File: config.mk
export PLATFORM = sky130hd
export DESIGN_NAME = power_rail_sequencer_flat
export DESIGN_NICKNAME = d
export VERILOG_FILES = /design/src/rtl/prs_pkg.sv /design/src/rtl/prs_ifs.sv /design/src/rtl/prs_step.sv /design/src/rtl/power_rail_sequencer.sv /design/src/flat_wrapper.sv
export VERILOG_INCLUDE_DIRS = /design/src /design/src/rtl
export SDC_FILE = /design/constraint.sdc
export NUM_CORES = 1
export LEC_CHECK = 0
export BUFFER_PORTS_ARGS = -buffer_cell sky130_fd_sc_hd__buf_2
export CAP_MARGIN = 15
export CORE_UTILIZATION = 50
export DETAILED_ROUTE_END_ITERATION = 7
export GPL_ROUTABILITY_DRIVEN = 0
export PLACE_DENSITY = 0.67
export SYNTH_ARGS = -nofsm -noshare
export SYNTH_HDL_FRONTEND = slang
export SYNTH_SLANG_ARGS = --single-unit
File: constraint.sdc
create_clock -name clk -period 5.8 [get_ports clk]
set_clock_uncertainty 0.1 [all_clocks]
set_input_delay 0 -clock clk [delete_from_list [all_inputs] [get_ports clk]]
set_output_delay 0 -clock clk [all_outputs]
set_load 0.01 [all_outputs]
File: src/rtl/power_rail_sequencer_defines.svh
// Assertion macros for the power rail sequencer.
// PRS_ASSERT is gated off while reset is asserted; PRS_ASSERT_ALWAYS is not.
`ifndef POWER_RAIL_SEQUENCER_DEFINES_SVH
`define POWER_RAIL_SEQUENCER_DEFINES_SVH

`ifndef SYNTHESIS

`define PRS_ASSERT(label, clk, rst_n, prop, msg) \
    label: assert property (@(posedge clk) disable iff (!rst_n) prop) else $error(msg);

`define PRS_ASSERT_ALWAYS(label, clk, prop, msg) \
    label: assert property (@(posedge clk) prop) else $error(msg);

`else

`define PRS_ASSERT(label, clk, rst_n, prop, msg)

`define PRS_ASSERT_ALWAYS(label, clk, prop, msg)

`endif

`endif

File: src/rtl/prs_pkg.sv
package prs_pkg;

    // Overcurrent qualifier saturation point
    localparam logic [3:0] OVER_MAX = 4'd10;

    // Mode codes
    localparam logic [2:0] MODE_START  = 3'd0;
    localparam logic [2:0] MODE_BFAULT = 3'd1;
    localparam logic [2:0] MODE_AFAULT = 3'd2;
    localparam logic [2:0] MODE_OFF    = 3'd3;
    localparam logic [2:0] MODE_MFAULT = 3'd4;
    localparam logic [2:0] MODE_BON    = 3'd5;
    localparam logic [2:0] MODE_AON    = 3'd6;

    // Configuration register indexes
    localparam logic [1:0] REG_BOARD_LIMIT = 2'd0;
    localparam logic [1:0] REG_MOTOR_LIMIT = 2'd1;
    localparam logic [1:0] REG_REARM_TICKS = 2'd2;

    // Configuration reset values
    localparam logic [14:0] BOARD_LIMIT_RST = 15'd6000;
    localparam logic [14:0] MOTOR_LIMIT_RST = 15'd10000;
    localparam logic [15:0] REARM_TICKS_RST = 16'd20000;

    // Bit positions in fault, command and enable vectors
    localparam int FLT_BOARD  = 0;
    localparam int FLT_MOTOR  = 1;
    localparam int FLT_SWITCH = 2;
    localparam int CMD_BOARD   = 0;
    localparam int CMD_MOTOR   = 1;
    localparam int CMD_SWITCH  = 2;
    localparam int CMD_RESTART = 3;

    typedef struct packed {
        logic [14:0] board_current_limit;
        logic [14:0] motor_current_limit;
        logic [15:0] rearm_ticks;
    } cfg_t;

    typedef struct packed {
        logic signed [15:0] board_current_ma;
        logic signed [15:0] motor_current_ma;
        logic               switch_fault_event;
        logic               switch_power_good;
        logic               cmd_valid;
        logic [7:0]         cmd_byte;
    } sample_t;

    typedef struct packed {
        logic       board_enable;
        logic       motor_enable;
        logic       switch_enable;
        logic [2:0] mode;
        logic [7:0] status_byte;
    } result_t;

    typedef struct packed {
        logic [2:0]  mode;
        logic [15:0] rearm_count;
        logic [3:0]  board_over_count;
        logic [3:0]  motor_over_count;
        logic [2:0]  fault_flags;
        logic [3:0]  command_bits;
        logic [2:0]  enable_regs;
    } state_t;

endpackage

File: src/rtl/prs_ifs.sv
// Sample channel: one transaction per 1 ms tick
interface prs_sample_if;
    logic               valid;
    logic               ready;
    logic signed [15:0] board_current_ma;
    logic signed [15:0] motor_current_ma;
    logic               switch_fault_event;
    logic               switch_power_good;
    logic               cmd_valid;
    logic [7:0]         cmd_byte;

    modport source (
        output valid, board_current_ma, motor_current_ma, switch_fault_event,
               switch_power_good, cmd_valid, cmd_byte,
        input  ready
    );
    modport sink (
        input  valid, board_current_ma, motor_current_ma, switch_fault_event,
               switch_power_good, cmd_valid, cmd_byte,
        output ready
    );
endinterface

// Result channel: enables, mode and status per tick
interface prs_result_if;
    logic       valid;
    logic       ready;
    logic       board_enable;
    logic       motor_enable;
    logic       switch_enable;
    logic [2:0] mode;
    logic [7:0] status_byte;

    modport source (
        output valid, board_enable, motor_enable, switch_enable, mode, status_byte,
        input  ready
    );
    modport sink (
        input  valid, board_enable, motor_enable, switch_enable, mode, status_byte,
        output ready
    );
endinterface

File: src/rtl/prs_step.sv
module prs_step (
    input  prs_pkg::cfg_t    cfg,
    input  prs_pkg::state_t  state,
    input  prs_pkg::sample_t sample,
    output prs_pkg::state_t  state_next,
    output prs_pkg::result_t result
);
    import prs_pkg::*;

    // Up/down qualifier; returns {fault_set, count_next}
    function automatic logic [4:0] qualify(
        input logic signed [15:0] cur,
        input logic [14:0]        limit,
        input logic [3:0]         cnt
    );
        logic       over;
        logic       flag;
        logic [3:0] cnt_n;
        over  = cur > $signed({1'b0, limit});
        flag  = 1'b0;
        cnt_n = cnt;
        if (over) begin
            if (cnt < OVER_MAX)
                cnt_n = cnt + 4'd1;
            else
                flag = 1'b1;
        end
        else if (cnt != 4'd0) begin
            cnt_n = cnt - 4'd1;
        end
        return {flag, cnt_n};
    endfunction

    logic [4:0]  board_q;
    logic [4:0]  motor_q;
    logic [2:0]  flt_q;
    logic [2:0]  mode_sel;
    logic [15:0] rearm_base;
    logic [15:0] rearm_next;
    logic [2:0]  flt_act;
    logic [3:0]  cmd_act;
    logic [2:0]  en_act;
    logic [3:0]  bcnt_act;
    logic [3:0]  mcnt_act;
    logic [3:0]  cmd_new;

    // Current qualification and fault latching
    always_comb
    begin
        board_q = qualify(sample.board_current_ma, cfg.board_current_limit,
                          state.board_over_count);
        motor_q = qualify(sample.motor_current_ma, cfg.motor_current_limit,
                          state.motor_over_count);
        flt_q   = state.fault_flags | {sample.switch_fault_event, motor_q[4], board_q[4]};
    end

    // Mode selection by priority
    always_comb
    begin
        priority if (state.command_bits[CMD_RESTART])
            mode_sel = MODE_START;
        else if (flt_q[FLT_BOARD])
            mode_sel = (!flt_q[FLT_MOTOR] && !flt_q[FLT_SWITCH]) ? MODE_BFAULT : MODE_AFAULT;
        else if (!state.command_bits[CMD_BOARD])
            mode_sel = MODE_OFF;
        else if (flt_q[FLT_MOTOR] || flt_q[FLT_SWITCH])
            mode_sel = MODE_MFAULT;
        else if (state.command_bits[CMD_MOTOR] && state.command_bits[CMD_SWITCH]
                 && (state.rearm_count >= cfg.rearm_ticks))
            mode_sel = MODE_AON;
        else
            mode_sel = MODE_BON;
    end

    // Rearm timer: cleared on leaving all-on, then counts up to the limit
    always_comb
    begin
        rearm_base = (state.mode == MODE_AON && mode_sel != MODE_AON) ? 16'd0
                                                                       : state.rearm_count;
        rearm_next = (rearm_base < cfg.rearm_ticks) ? rearm_base + 16'd1
                                                     : rearm_base;
    end

    // Mode actions
    always_comb
    begin
        flt_act  = flt_q;
        cmd_act  = state.command_bits;
        en_act   = state.enable_regs;
        bcnt_act = board_q[3:0];
        mcnt_act = motor_q[3:0];
        unique case (mode_sel)
            MODE_START:
                flt_act = 3'b000;
            MODE_OFF:
                en_act = 3'b000;
            MODE_BON:
                en_act = 3'b001;
            MODE_AON:
                en_act = 3'b111;
            MODE_BFAULT:
            begin
                en_act             = 3'b000;
                cmd_act            = cmd_act & 4'b1000;
                flt_act[FLT_BOARD] = 1'b1;
                bcnt_act           = 4'd0;
            end
            MODE_MFAULT:
            begin
                en_act             = 3'b001;
                cmd_act[CMD_MOTOR] = 1'b0;
                flt_act[FLT_MOTOR] = 1'b1;
                mcnt_act           = 4'd0;
            end
            default:
                ; // all fault holds everything
        endcase
    end

    // Command capture, effective from the next tick
    always_comb
    begin
        cmd_new = sample.cmd_valid
                ? {sample.cmd_byte[0], sample.cmd_byte[3], sample.cmd_byte[5], sample.cmd_byte[7]}
                : cmd_act;
    end

    always_comb
    begin
        state_next.mode             = mode_sel;
        state_next.rearm_count      = rearm_next;
        state_next.board_over_count = bcnt_act;
        state_next.motor_over_count = mcnt_act;
        state_next.fault_flags      = flt_act;
        state_next.command_bits     = cmd_new;
        state_next.enable_regs      = en_act;
    end

    // Result; status uses commands before this tick's command byte
    always_comb
    begin
        result.board_enable  = en_act[0];
        result.motor_enable  = en_act[1];
        result.switch_enable = en_act[2];
        result.mode          = mode_sel;
        result.status_byte   = {cmd_act[CMD_BOARD], flt_act[FLT_BOARD],
                                cmd_act[CMD_MOTOR], flt_act[FLT_MOTOR],
                                cmd_act[CMD_SWITCH], sample.switch_power_good,
                                flt_act[FLT_SWITCH], cmd_act[CMD_RESTART]};
    end

endmodule

File: src/rtl/power_rail_sequencer.sv
// Channel   Direction  Contents
// sample    sink       board/motor current, switch fault, power good, command byte
// result    source     board/motor/switch enables, mode, status byte A
// cfg_*     write      current limits and rearm tick count
//
// A result passes through the input register, then the result register, so the
// result handshake completes only once both registers have been loaded; one
// sample per cycle sustained while the result side is not stalled.
// The state update for a tick happens in the cycle it moves into the result register.
// Reset: rst_n asynchronous, active low; state and limits return to defaults.
// Stalls: a held result blocks the input register only once both registers are full.
`include "power_rail_sequencer_defines.svh"

module power_rail_sequencer (
    input  logic                clk,
    input  logic                rst_n,
    prs_sample_if.sink          sample,
    prs_result_if.source        result,
    input  logic                cfg_wr_en,
    input  logic [1:0]          cfg_index,
    input  logic [15:0]         cfg_data
);
    import prs_pkg::*;

    cfg_t    cfg_reg;
    sample_t sample_reg;
    logic    sample_valid_reg;
    state_t  state_reg;
    state_t  state_next;
    result_t result_reg;
    result_t result_next;
    logic    result_valid_reg;
    logic    result_free;
    logic    advance;

    // Handshake control
    assign result_free  = !result_valid_reg || result.ready;
    assign advance      = sample_valid_reg && result_free;
    assign sample.ready = !sample_valid_reg || result_free;

    // Configuration registers
    always_ff @(posedge clk or negedge rst_n)
    begin
        if (!rst_n)
        begin
            cfg_reg.board_current_limit <= BOARD_LIMIT_RST;
            cfg_reg.motor_current_limit <= MOTOR_LIMIT_RST;
            cfg_reg.rearm_ticks         <= REARM_TICKS_RST;
        end
        else if (cfg_wr_en)
        begin
            case (cfg_index)
                REG_BOARD_LIMIT: cfg_reg.board_current_limit <= cfg_data[14:0];
                REG_MOTOR_LIMIT: cfg_reg.motor_current_limit <= cfg_data[14:0];
                REG_REARM_TICKS: cfg_reg.rearm_ticks         <= cfg_data;
                default:         ;
            endcase
        end
    end

    // Input register
    always_ff @(posedge clk or negedge rst_n)
    begin
        if (!rst_n)
            sample_valid_reg <= 1'b0;
        else if (sample.ready)
            sample_valid_reg <= sample.valid;
    end

    always_ff @(posedge clk)
    begin
        if (sample.ready && sample.valid)
        begin
            sample_reg.board_current_ma   <= sample.board_current_ma;
            sample_reg.motor_current_ma   <= sample.motor_current_ma;
            sample_reg.switch_fault_event <= sample.switch_fault_event;
            sample_reg.switch_power_good  <= sample.switch_power_good;
            sample_reg.cmd_valid          <= sample.cmd_valid;
            sample_reg.cmd_byte           <= sample.cmd_byte;
        end
    end

    // Per-tick step logic
    prs_step u_step (
        .cfg        (cfg_reg),
        .state      (state_reg),
        .sample     (sample_reg),
        .state_next (state_next),
        .result     (result_next)
    );

    // Sequencer state
    always_ff @(posedge clk or negedge rst_n)
    begin
        if (!rst_n)
            state_reg <= '0;
        else if (advance)
            state_reg <= state_next;
    end

    // Result register
    always_ff @(posedge clk or negedge rst_n)
    begin
        if (!rst_n)
            result_valid_reg <= 1'b0;
        else if (result_free)
            result_valid_reg <= sample_valid_reg;
    end

    always_ff @(posedge clk)
    begin
        if (advance)
            result_reg <= result_next;
    end

    assign result.valid         = result_valid_reg;
    assign result.board_enable  = result_reg.board_enable;
    assign result.motor_enable  = result_reg.motor_enable;
    assign result.switch_enable = result_reg.switch_enable;
    assign result.mode          = result_reg.mode;
    assign result.status_byte   = result_reg.status_byte;

    // Checks
    `PRS_ASSERT(a_aon_all_enabled, clk, rst_n, (result_valid_reg && result_reg.mode == MODE_AON) |-> (result_reg.board_enable && result_reg.motor_enable && result_reg.switch_enable), "all-on result without all enables")
    `PRS_ASSERT(a_off_disabled, clk, rst_n, (result_valid_reg && (result_reg.mode == MODE_OFF || result_reg.mode == MODE_BFAULT)) |-> !(result_reg.board_enable || result_reg.motor_enable || result_reg.switch_enable), "off or board fault result with an enable set")
    `PRS_ASSERT(a_advance_gives_result, clk, rst_n, advance |=> result_valid_reg, "stepped tick produced no result")
    `PRS_ASSERT_ALWAYS(a_count_saturates, clk, (state_reg.board_over_count <= OVER_MAX) && (state_reg.motor_over_count <= OVER_MAX), "overcurrent counter past saturation")

endmodule

File: src/flat_wrapper.sv
// flat-port wrapper written by rule: the top's interface ports become plain ports
module power_rail_sequencer_flat import prs_pkg::*;
  (clk, rst_n, cfg_wr_en, cfg_index, cfg_data, sample_valid, sample_board_current_ma, sample_motor_current_ma, sample_switch_fault_event, sample_switch_power_good, sample_cmd_valid, sample_cmd_byte, sample_ready, result_valid, result_board_enable, result_motor_enable, result_switch_enable, result_mode, result_status_byte, result_ready);
  prs_sample_if sample_i ();
  prs_result_if result_i ();
  input  logic clk;
  input  logic rst_n;
  input  logic cfg_wr_en;
  input  logic [1:0] cfg_index;
  input  logic [15:0] cfg_data;
  input wire logic [$bits(sample_i.valid)-1:0] sample_valid;
  input wire logic [$bits(sample_i.board_current_ma)-1:0] sample_board_current_ma;
  input wire logic [$bits(sample_i.motor_current_ma)-1:0] sample_motor_current_ma;
  input wire logic [$bits(sample_i.switch_fault_event)-1:0] sample_switch_fault_event;
  input wire logic [$bits(sample_i.switch_power_good)-1:0] sample_switch_power_good;
  input wire logic [$bits(sample_i.cmd_valid)-1:0] sample_cmd_valid;
  input wire logic [$bits(sample_i.cmd_byte)-1:0] sample_cmd_byte;
  output wire logic [$bits(sample_i.ready)-1:0] sample_ready;
  output wire logic [$bits(result_i.valid)-1:0] result_valid;
  output wire logic [$bits(result_i.board_enable)-1:0] result_board_enable;
  output wire logic [$bits(result_i.motor_enable)-1:0] result_motor_enable;
  output wire logic [$bits(result_i.switch_enable)-1:0] result_switch_enable;
  output wire logic [$bits(result_i.mode)-1:0] result_mode;
  output wire logic [$bits(result_i.status_byte)-1:0] result_status_byte;
  input wire logic [$bits(result_i.ready)-1:0] result_ready;
  assign sample_i.valid = sample_valid;
  assign sample_i.board_current_ma = sample_board_current_ma;
  assign sample_i.motor_current_ma = sample_motor_current_ma;
  assign sample_i.switch_fault_event = sample_switch_fault_event;
  assign sample_i.switch_power_good = sample_switch_power_good;
  assign sample_i.cmd_valid = sample_cmd_valid;
  assign sample_i.cmd_byte = sample_cmd_byte;
  assign sample_ready = sample_i.ready;
  assign result_valid = result_i.valid;
  assign result_board_enable = result_i.board_enable;
  assign result_motor_enable = result_i.motor_enable;
  assign result_switch_enable = result_i.switch_enable;
  assign result_mode = result_i.mode;
  assign result_status_byte = result_i.status_byte;
  assign result_i.ready = result_ready;
  power_rail_sequencer u_core (.clk(clk), .rst_n(rst_n), .sample(sample_i), .result(result_i), .cfg_wr_en(cfg_wr_en), .cfg_index(cfg_index), .cfg_data(cfg_data));
endmodule
After elaboration in Yosys (flattened, before gate mapping)
Cells that the tools add are included.
- register bits after elaboration: 142
- latch bits: 0
- bits in writable memories: 0
- memory bits (read-only): 0
- bits of input ports: 66
- output and inout port bits: 16
- logic and storage cells: 101
- memories: 0
- $add $sub $neg: 5
- multipliers: 0
- div/mod/pow operators: 0
- magnitude comparators: 6
- eq/ne operators: 11
- shifts and indexed selects: 0
- multiplexer cells: 28
- bitwise logic cells: 1
- reduce and logical (&&, ||, !) cells: 27
- operators by type and width (cell ; count):
    $mux 4 ; 9
    $gt 16x16->1 ; 2
    $mux 16 ; 2
    $add 16x1->16 const B ; 1
    $ge 16x16->1 ; 1
    $lt 16x16->1 ; 1
    $eq 3x3->1 const B ; 4
    $mux 3 ; 3
    $pmux 3 s3 ; 1
    $add 4x1->4 const B ; 2
    $lt 4x4->1 const B ; 2
    $mux 1 ; 8
    $reduce_bool 4->1 ; 2
    $sub 4x1->4 const B ; 2
    $logic_and 1x1->1 ; 6
    $mux 2 ; 3
    $ne 3x1->1 const B ; 2
    $reduce_and 2->1 ; 3
    $reduce_and 3->1 ; 2
    $reduce_bool 3->1 ; 2
    $reduce_or 2->1 ; 3
    $logic_not 1->1 ; 4
    $pmux 1 s2 ; 2
    $eq 3x1->1 const B ; 1
    8 further kinds ; 10

Depth between registers and ports, before layout
Gate-level depths: netlist of run 1.
- depth in word-level cells: 14
- mapped depth: 20

By module
From an unflattened synthesis of run 1, not the netlist that was laid out.
- cell total of the unflattened synthesis: 642
- area, all modules: 7776.2 um^2
- modules (own cells, without submodules) (module ; instances ; cells an instance ; area each (um^2) ; sequential area each (um^2)):
    power_rail_sequencer ; 1 ; 242 ; 4936.0 ; 3860.0
    prs_step ; 1 ; 400 ; 2840.2 ; 0.0

Worst setup path before layout of run 1
Ideal clock, no wire load.
- kind: register to register
- start: register u_core.cfg_reg[29] (netlist bit)
- end: register u_core.state_reg[19] (netlist bit)
- arrival: 4.634 ns
- required time: 5.621 ns
- setup slack: 0.987 ns
- stages on the path, launching flop included: 20
- path buffers: 2
- period minus slack after synthesis: 4.813 ns
- path through: dfstp_2 > inv_1 > ha_1 > nand4b_4 > or4_1 > a21oi_2 > o31ai_4 > o21ai_4 > o31ai_4 > buf_6 > buf_4 > and2_1 > ha_1 > a21o_1 > a21o_1 > a211o_1 > a32o_1 > nor4_1 > o21bai_2 > mux2i_1
- cells in the longest elaborated chain, start to end: 13
- elaborated cells on any way between the ends: 17
- classes of those cells: add/sub: 1; order compare: 2; eq/ne: 1; mux: 8; bitwise: 1; reduce/logical: 4
- ends and longest elaborated chain (item ; line ; text):
    start: declaration ; power_rail_sequencer.sv:25 ; cfg_t cfg_reg;
    $gt 16x16->1 * ; prs_step.sv:19 ; over = cur > $signed({1'b0, limit});
    $mux 1 * ; prs_step.sv:22 ; if (over) begin
    $or 3x3->3 * ; prs_step.sv:54 ; flt_q = state.fault_flags | {sample.switch_fault_event, motor_q[4], board_q[4]};
    $logic_or 1x1->1 / $logic_not 1->1 (equally long branches) ; prs_step.sv:66, prs_step.sv:63 ;
    $mux 2 / $logic_and 1x1->1 (equally long branches) ; prs_step.sv:66, prs_step.sv:63 ;
    $mux 3 / $mux 2 (equally long branches) ; prs_step.sv:64, prs_step.sv:63 ;
    $mux 3 * ; prs_step.sv:62 ; else if (flt_q[FLT_BOARD])
    $mux 3 * ; prs_step.sv:60 ; priority if (state.command_bits[CMD_RESTART])
    $ne 3x3->1 * ; prs_step.sv:78 ; rearm_base = (state.mode == MODE_AON && mode_sel != MODE_AON) ? 16'd0
    $logic_and 1x1->1 * ; prs_step.sv:78 ;
    $mux 16 * ; prs_step.sv:78 ;
    $add 16x1->16 / $lt 16x16->1 (equally long branches) ; prs_step.sv:80 ; rearm_next = (rearm_base < cfg.rearm_ticks) ? rearm_base + 16'd1
    $mux 16 * ; prs_step.sv:80 ;
    end signal: assignment ; power_rail_sequencer.sv:98 ; state_reg <= state_next;
    end: declaration ; power_rail_sequencer.sv:28 ; state_t state_reg;
Every way passes the cells marked *; elsewhere a longest branch is shown, timed or not.
A chain may end at the register's enable or synchronous reset.

Worst setup path after layout of run 1
- start: register u_core.cfg_reg[29] (netlist bit)
- end: register u_core.state_reg[32] (netlist bit)
Same word-level chain as after synthesis.

==> metrics.cfg, run 1 <==
[placement]
hpwl_um = 11100
placedInstanceArea_um2 = 7880
io_buffers = 77

[power_and_ir_drop]
p_leak_nw = 4.16
vdd_drop_max_mv = 0.250
p_per_area_nw_per_um2 = 347

[timing]
relSlewSlack_pct = 35.1
hold_viol_final = 0
final-setup-viol-count = 0
slew_violations = 0
worst_pin_slew_ps = 973
rsz0062_at_grt = false
final.setup.tns_ps = 0
fmax_mhz = 193
layout_min_cycle_time_ps = 5190
period_share_pct = 89.6

[global_routing]
grt_max_degree = 60
grt.overflow.total = 0
grt.met1_usage_pct = 30.4
grt_pass1_vias = 5625
grt_pass1_wl_um = 27100
use_met2_pct = 40.4
use_met3_pct = 4.37
antenna_found_initial = 0
busiest_layer = met2
grt_usage_pct = 23.8

[synthesis]
synth-seq-cells = 138
synth_nets = 772
avgSynthCellArea_um2 = 11.4
synth_most_common_cell = dfrtp_1
synthTopCellsByArea = dfrtp_1 (23%), edfxtp_1 (22%), ha_1 (11%), dfstp_2 (6.1%), mux2_2 (5.4%)
synth-seq-area-share_pct = 51.2
ys_types = 66
synthTopCellsByCount = dfrtp_1 (68), ha_1 (66), nand2_1 (66)
syn_inst = 638
yosys.area.top_type = dfrtp_1
synth_top_area_share_pct = 23.3
synth-edff-count = 53
synth_area_um2 = 7300
async_flop_share_pct = 61.6
synth_top_flop_cell = dfrtp_1
ys_warn_count = 0

[clock_network]
postCtsSetupRepairBufs = 0
numClockSinks = 138
cts_max_path_buffers = 2
numCtsBuffers = 17
htree_levels = 4
postCtsResizedCells = 0
clock_latency_ps = 420
clkTransAtPathRegs_ps = 60
root_buffer = clkbuf_16
cts_hold_buf = 67
cts_tree = yes

[die]
coreArea_um2 = 14000
die_x_um = 123
placementRows = 43
die_area_um2 = 15100
ios = 82
initial_core_util_pct = 52.0
die_h_um = 123

[critical_path]
path_class = flop to flop
critPathLaunchType = flop
required_ps = 5990
crit_arrival_ps = 5380
cp_max_fo = 27
worstSetupEndpointType = flop

[drt]
first_pass_iters = 5
drc_errors = 0
drt_wl_total_um = 16100
drt-initial-drc-count = 410
vias = 5368
detail-route-antenna-nets = 0
wl_per_cell_um = 16.4
viasPerCell = 5.46

[run]
maxCapViolCount = 0

[cells_and_area]
largest_register_ffs = 46
drive_above_1_share_pct = 23.1
fin_nets = 925
antenna_cells = 0
syn_to_final_growth_pct = 24.7
fill_cells = 1055
final_area_um2 = 9100

[worst_hold_path]
min_path_type = primary input to flop

[status]
status = complete, no violations

[cell type report]
cell class / instances / area, µm² / share of cell area [%]
Sequential cell: 138 / 3740 / 41.1
Inverter: 52 / 195 / 2.14
Tap cell: 180 / 225 / 2.47
Timing Repair Buffer: 151 / 1120 / 12.3
Clock inverter: 12 / 113 / 1.24
Clock buffer: 20 / 437 / 4.80
Multi-Input combinational cell: 431 / 3270 / 36.0
[final timing paths]
kind                                      start                      endpoint  slack [ps]  cells past startpoint
min in group asynchronous                 rst_n          u_core.state_reg[28]         510                      4
min                                cfg_index[1]            u_core.cfg_reg[37]          30                      5
max reg2reg                  u_core.cfg_reg[29]          u_core.state_reg[32]         610                     17
max in group asynchronous                 rst_n          u_core.state_reg[16]        4320                      4
min reg2reg                u_core.sample_reg[9]  u_core.result.status_byte[2]         330                      0
max                          u_core.cfg_reg[29]          u_core.state_reg[32]         610                     17
[metal layers]
layer,wire (µm),up-vias
li1,-,2623
met1,7310,2617
met2,8090,109
met3,490,19
met4,225,0
met5,0,-
[metrics by stage]
stage	hold slack (ps)	std cells	utilization, %	setup slack [ps]	total power, mW
detailed placement	-159	885	56.1	611	2.12
finish	28.0	984	64.8	606	3.15
floorplan	-396	638	-	987	1.89
global route	75.5	984	64.8	174	3.35
global placement	-160	885	56.1	708	2.06
CTS	5.40	984	64.8	601	3.17
[where the power goes]
group	switching, mW	total, mW	leakage, nW	internal, mW
Clock	0.421	1.02	0.268	0.595
Combinational	0.433	0.810	2.35	0.377
Sequential	0.124	1.33	1.54	1.20
Total	0.978	3.15	4.16	2.18
[placed cells by master, fill, tap and decap left out, drive strengths merged, types with 3 or more instances in the layout]
cell type,instances
buf,85
dfrtp,68
nand2,66
ha,66
dlygate4sd3,66
inv,58
edfxtp,53
o21ai,43
mux2,38
nor2,29
a21oi,25
clkbuf,20
and2,19
dfstp,17
a31oi,16
a21o,11
nand4,10
nor3,10
nand2b,9
and3,7
o31ai,7
a32o,6
nand3,5
xor2,4
a22oi,4
nor2b,4
a211o,4
nor4,4
mux2i,3
or3,3
xnor2,3
a211oi,3
o41ai,3
nand3b,3
clkinv,3
[worst max-delay path: stages (launching register included)]
cell and delay (ps):
dfstp_2 530, inv_1 40, ha_1 310, a21o_1 190, a211o_1 320, o31ai_4 600
o21ai_4 160, o31ai_4 400, buf_4 350, and2_1 170, ha_1 240, a211oi_1 220
o21ai_0 120, a32o_1 360, nor3_2 570, inv_1 130, o21ai_1 150, a31oi_1 90
[cell families (layout without fill, tap and decap cells)]
group	after synthesis	in the layout	share of synthesized area, %
flops	138	138	51.2
fa+ha+maj	68	68	11.9
mux	41	41	6.43
xor+xnor	7	7	0.840
compound gates	136	136	12.7
simple gates	179	179	13.0
buf+inv	69	235	3.99
No activity file was read; power rests on OpenSTA's default activity.
==> run 2, diff against run 1 <==
Settings changed: CORE_UTILIZATION 50 to 59, PLACE_DENSITY 0.67 to 0.77.
==> run 2 against run 1 <==
Highest routed layer unchanged. Combinational power is 1% higher. Clock power is 6% higher. Worst hold slack better by 12 ps. Worst setup slack worse by 140 ps. Non-clock buffer count is 4 lower. Sequential power hardly changed. Cell area is 0.29% lower. Die area is 15% lower.
==> metrics.cfg, run 2 (same netlist as run 1, synthesis figures left out) <==
[status]
status = complete, no violations  ; unchanged

[critical_path]
ff2ff_setup_slack_ps = 470  ; was 610 ps
critPathSlowestCell = nor4_1  ; was o31ai_4
crit_arrival_ps = 5580  ; was 5380 ps
cp_max_fo = 14  ; was 27
crit_path_max_incr_delay_ps = 670  ; was 600 ps
required_ps = 6050  ; was 5990 ps
critPathLaunchType = flop  ; unchanged
worstSetupEndpointType = flop  ; unchanged
path_class = flop to flop  ; unchanged
cp_cell_sequence = inv_1 > ha_1 > a21o_1 > a211o_1 > o31ai_4 > o21ai_4 > o31ai_4 > and2_1 > ha_1 > a21o_1 > a211oi_1 > o21ai_0 > a32o_1 > nor4_1 > o21bai_2 > mux2i_1  ; was inv_1 > ha_1 > a21o_1 > a211o_1 > o31ai_4 > o21ai_4 > o31ai_4 > buf_4 > and2_1 > ha_1 > a211oi_1 > o21ai_0 > a32o_1 > nor3_2 > inv_1 > o21ai_1 > a31oi_1

[drt]
drt-initial-drc-count = 307  ; was 410
vias = 5482  ; was 5368
first_pass_iters = 5  ; unchanged
wl_per_cell_um = 17.6  ; was 16.4 µm
viasPerCell = 5.79  ; was 5.46
drt_wl_total_um = 16600  ; was 16100 µm
detail-route-antenna-nets = 0  ; unchanged
drc_errors = 0  ; unchanged

[run]
maxCapViolCount = 0  ; unchanged

[cells_and_area]
fill_cells = 770  ; was 1055
antenna_cells = 0  ; unchanged
syn_to_final_growth_pct = 24.4  ; was 24.7%
drive_above_1_share_pct = 23.0  ; was 23.1%
layout_commonest_cell = buf_2  ; unchanged
layout_common_cells = buf_2 (76), dfrtp_1 (68), nand2_1 (66), ha_1 (66), dlygate4sd3_1 (65)  ; was buf_2 (76), dfrtp_1 (68), nand2_1 (66), ha_1 (66), dlygate4sd3_1 (66)
fin_nets = 921  ; was 925
largest_register_ffs = 46  ; unchanged

[timing]
final.setup.tns_ps = 0  ; unchanged
relSlewSlack_pct = 36.2  ; was 35.1%
hold_viol_final = 0  ; unchanged
rsz0062_at_grt = false  ; unchanged
worst_pin_slew_ps = 955  ; was 973 ps
final-setup-viol-count = 0  ; unchanged
slew_violations = 0  ; unchanged
period_share_pct = 91.9  ; was 89.6%
layout_min_cycle_time_ps = 5330  ; was 5190 ps
fmax_mhz = 188  ; was 193 MHz

[clock_network]
numClockSinks = 138  ; unchanged
clkTransAtPathRegs_ps = 60  ; about the same
htree_levels = 4  ; unchanged
cts_tree = yes  ; unchanged
root_buffer = clkbuf_16  ; unchanged
clock_latency_ps = 420  ; about the same
numCtsBuffers = 17  ; unchanged
cts_max_path_buffers = 2  ; unchanged
postCtsSetupRepairBufs = 0  ; unchanged

[power_and_ir_drop]
p_per_area_nw_per_um2 = 356  ; was 347 nW/µm²
vdd_drop_max_mv = 0.353  ; was 0.250 mV
p_leak_nw = 4.16  ; about the same
p_total_mw = 3.23  ; was 3.15 mW

[global_routing]
grt_max_degree = 86  ; was 60
grt_pass1_wl_um = 27800  ; was 27100 µm
grt_usage_pct = 28.2  ; was 23.8%
antenna_found_initial = 0  ; unchanged
grt_pass1_vias = 5802  ; was 5625
grt.overflow.total = 0  ; unchanged

[die]
initial_core_util_pct = 60.8  ; was 52.0%
coreArea_um2 = 12000  ; was 14000 µm²
die_area_um2 = 12800  ; was 15100 µm²
die_h_um = 113  ; was 123 µm
die_x_um = 113  ; was 123 µm
ios = 82  ; unchanged
placementRows = 40  ; was 43

[placement]
io_buffers = 77  ; unchanged
hpwl_um = 10900  ; was 11100 µm

[worst_hold_path]
min_path_type = primary input to flop  ; unchanged

-- run 2: cell types whose count changed in the layout (fill, tap and decap cells not counted), sizes merged --
| cell | delta |
|---|---|
| clkbuf | -2 |
| dlygate4sd3 | -1 |
| bufinv | +1 |
| inv | +1 |
| buf | -3 |
-- run 2: path summary, 6_finish.rpt --
path | startpoint | to | depth (start not counted)
max in group asynchronous | rst_n | u_core.cfg_reg[35] | 4
setup / recovery | u_core.cfg_reg[29] | u_core.state_reg[19] | 16
hold / removal | cfg_index[1] | u_core.cfg_reg[35] | 5
hold reg to reg | u_core.sample_reg[9] | u_core.result.status_byte[2] | 0
min in group asynchronous | rst_n | u_core.state_reg[23] | 3
setup reg to reg | u_core.cfg_reg[29] | u_core.state_reg[19] | 16
-- run 2: cell type report --
class,instances,area [µm²],share of cell area (%)
repair buffers,147,1100,12.1
clock inverters,14,160,1.76
inverters,52,195,2.15
well taps,147,184,2.03
clock buffers,18,429,4.73
flip-flops and latches,138,3740,41.2
multi-input cells,431,3270,36.1
-- run 2: repair_timing --
item                                   CTS  global route
hold buffers                            64             1
endpoints found under the hold margin  155            27
gates resized for setup                  0             0
-- run 2: stage by stage --
| step | util, % | setup slack, ps | std cells | hold slack (ps) | area, µm² |
|---|---|---|---|---|---|
| 6_report | 75.6 | 469 | 947 | 39.9 | 9080 |
| 4_1_cts | 75.3 | 494 | 945 | 3.64 | 9040 |
| 5_1_grt | 75.6 | 148 | 947 | 77.1 | 9080 |
| 2_1_floorplan | - | 987 | 638 | -396 | 7300 |
| 3_3_place_gp | 65.0 | 702 | 849 | 76.6 | 7810 |
| 3_5_place_dp | 65.0 | 557 | 849 | 78.1 | 7810 |
-- run 2: report_power, final --
group          total (mW)  leakage (nW)  internal (mW)  switching [mW]
logic               0.821          2.34          0.378           0.442
registers            1.33          1.54           1.21           0.128
clock network        1.08         0.282          0.643           0.433
-- run 2: critical path: cells and delay by family (launching register included) --
| kind | cells | cell delay [ps] |
|---|---|---|
| multiplexers | 1 | 200 |
| AO/OA/AOI/OAI | 10 | 2940 |
| flip-flops | 1 | 540 |
| adder cells (fa/ha/maj) | 2 | 560 |
| buffers and inverters | 1 | 50 |
| AND/OR/NAND/NOR | 2 | 870 |
-- run 2: per-layer routing --
| metal | wire length [µm] | GRT usage [%] | vias up |
|---|---|---|---|
| met5 | 0 | 0 | - |
| met4 | 435 | 11.8 | 0 |
| met3 | 805 | 6.21 | 34 |
| met2 | 8410 | 48.0 | 184 |
| met1 | 7000 | 34.9 | 2649 |
| li1 | - | - | 2615 |
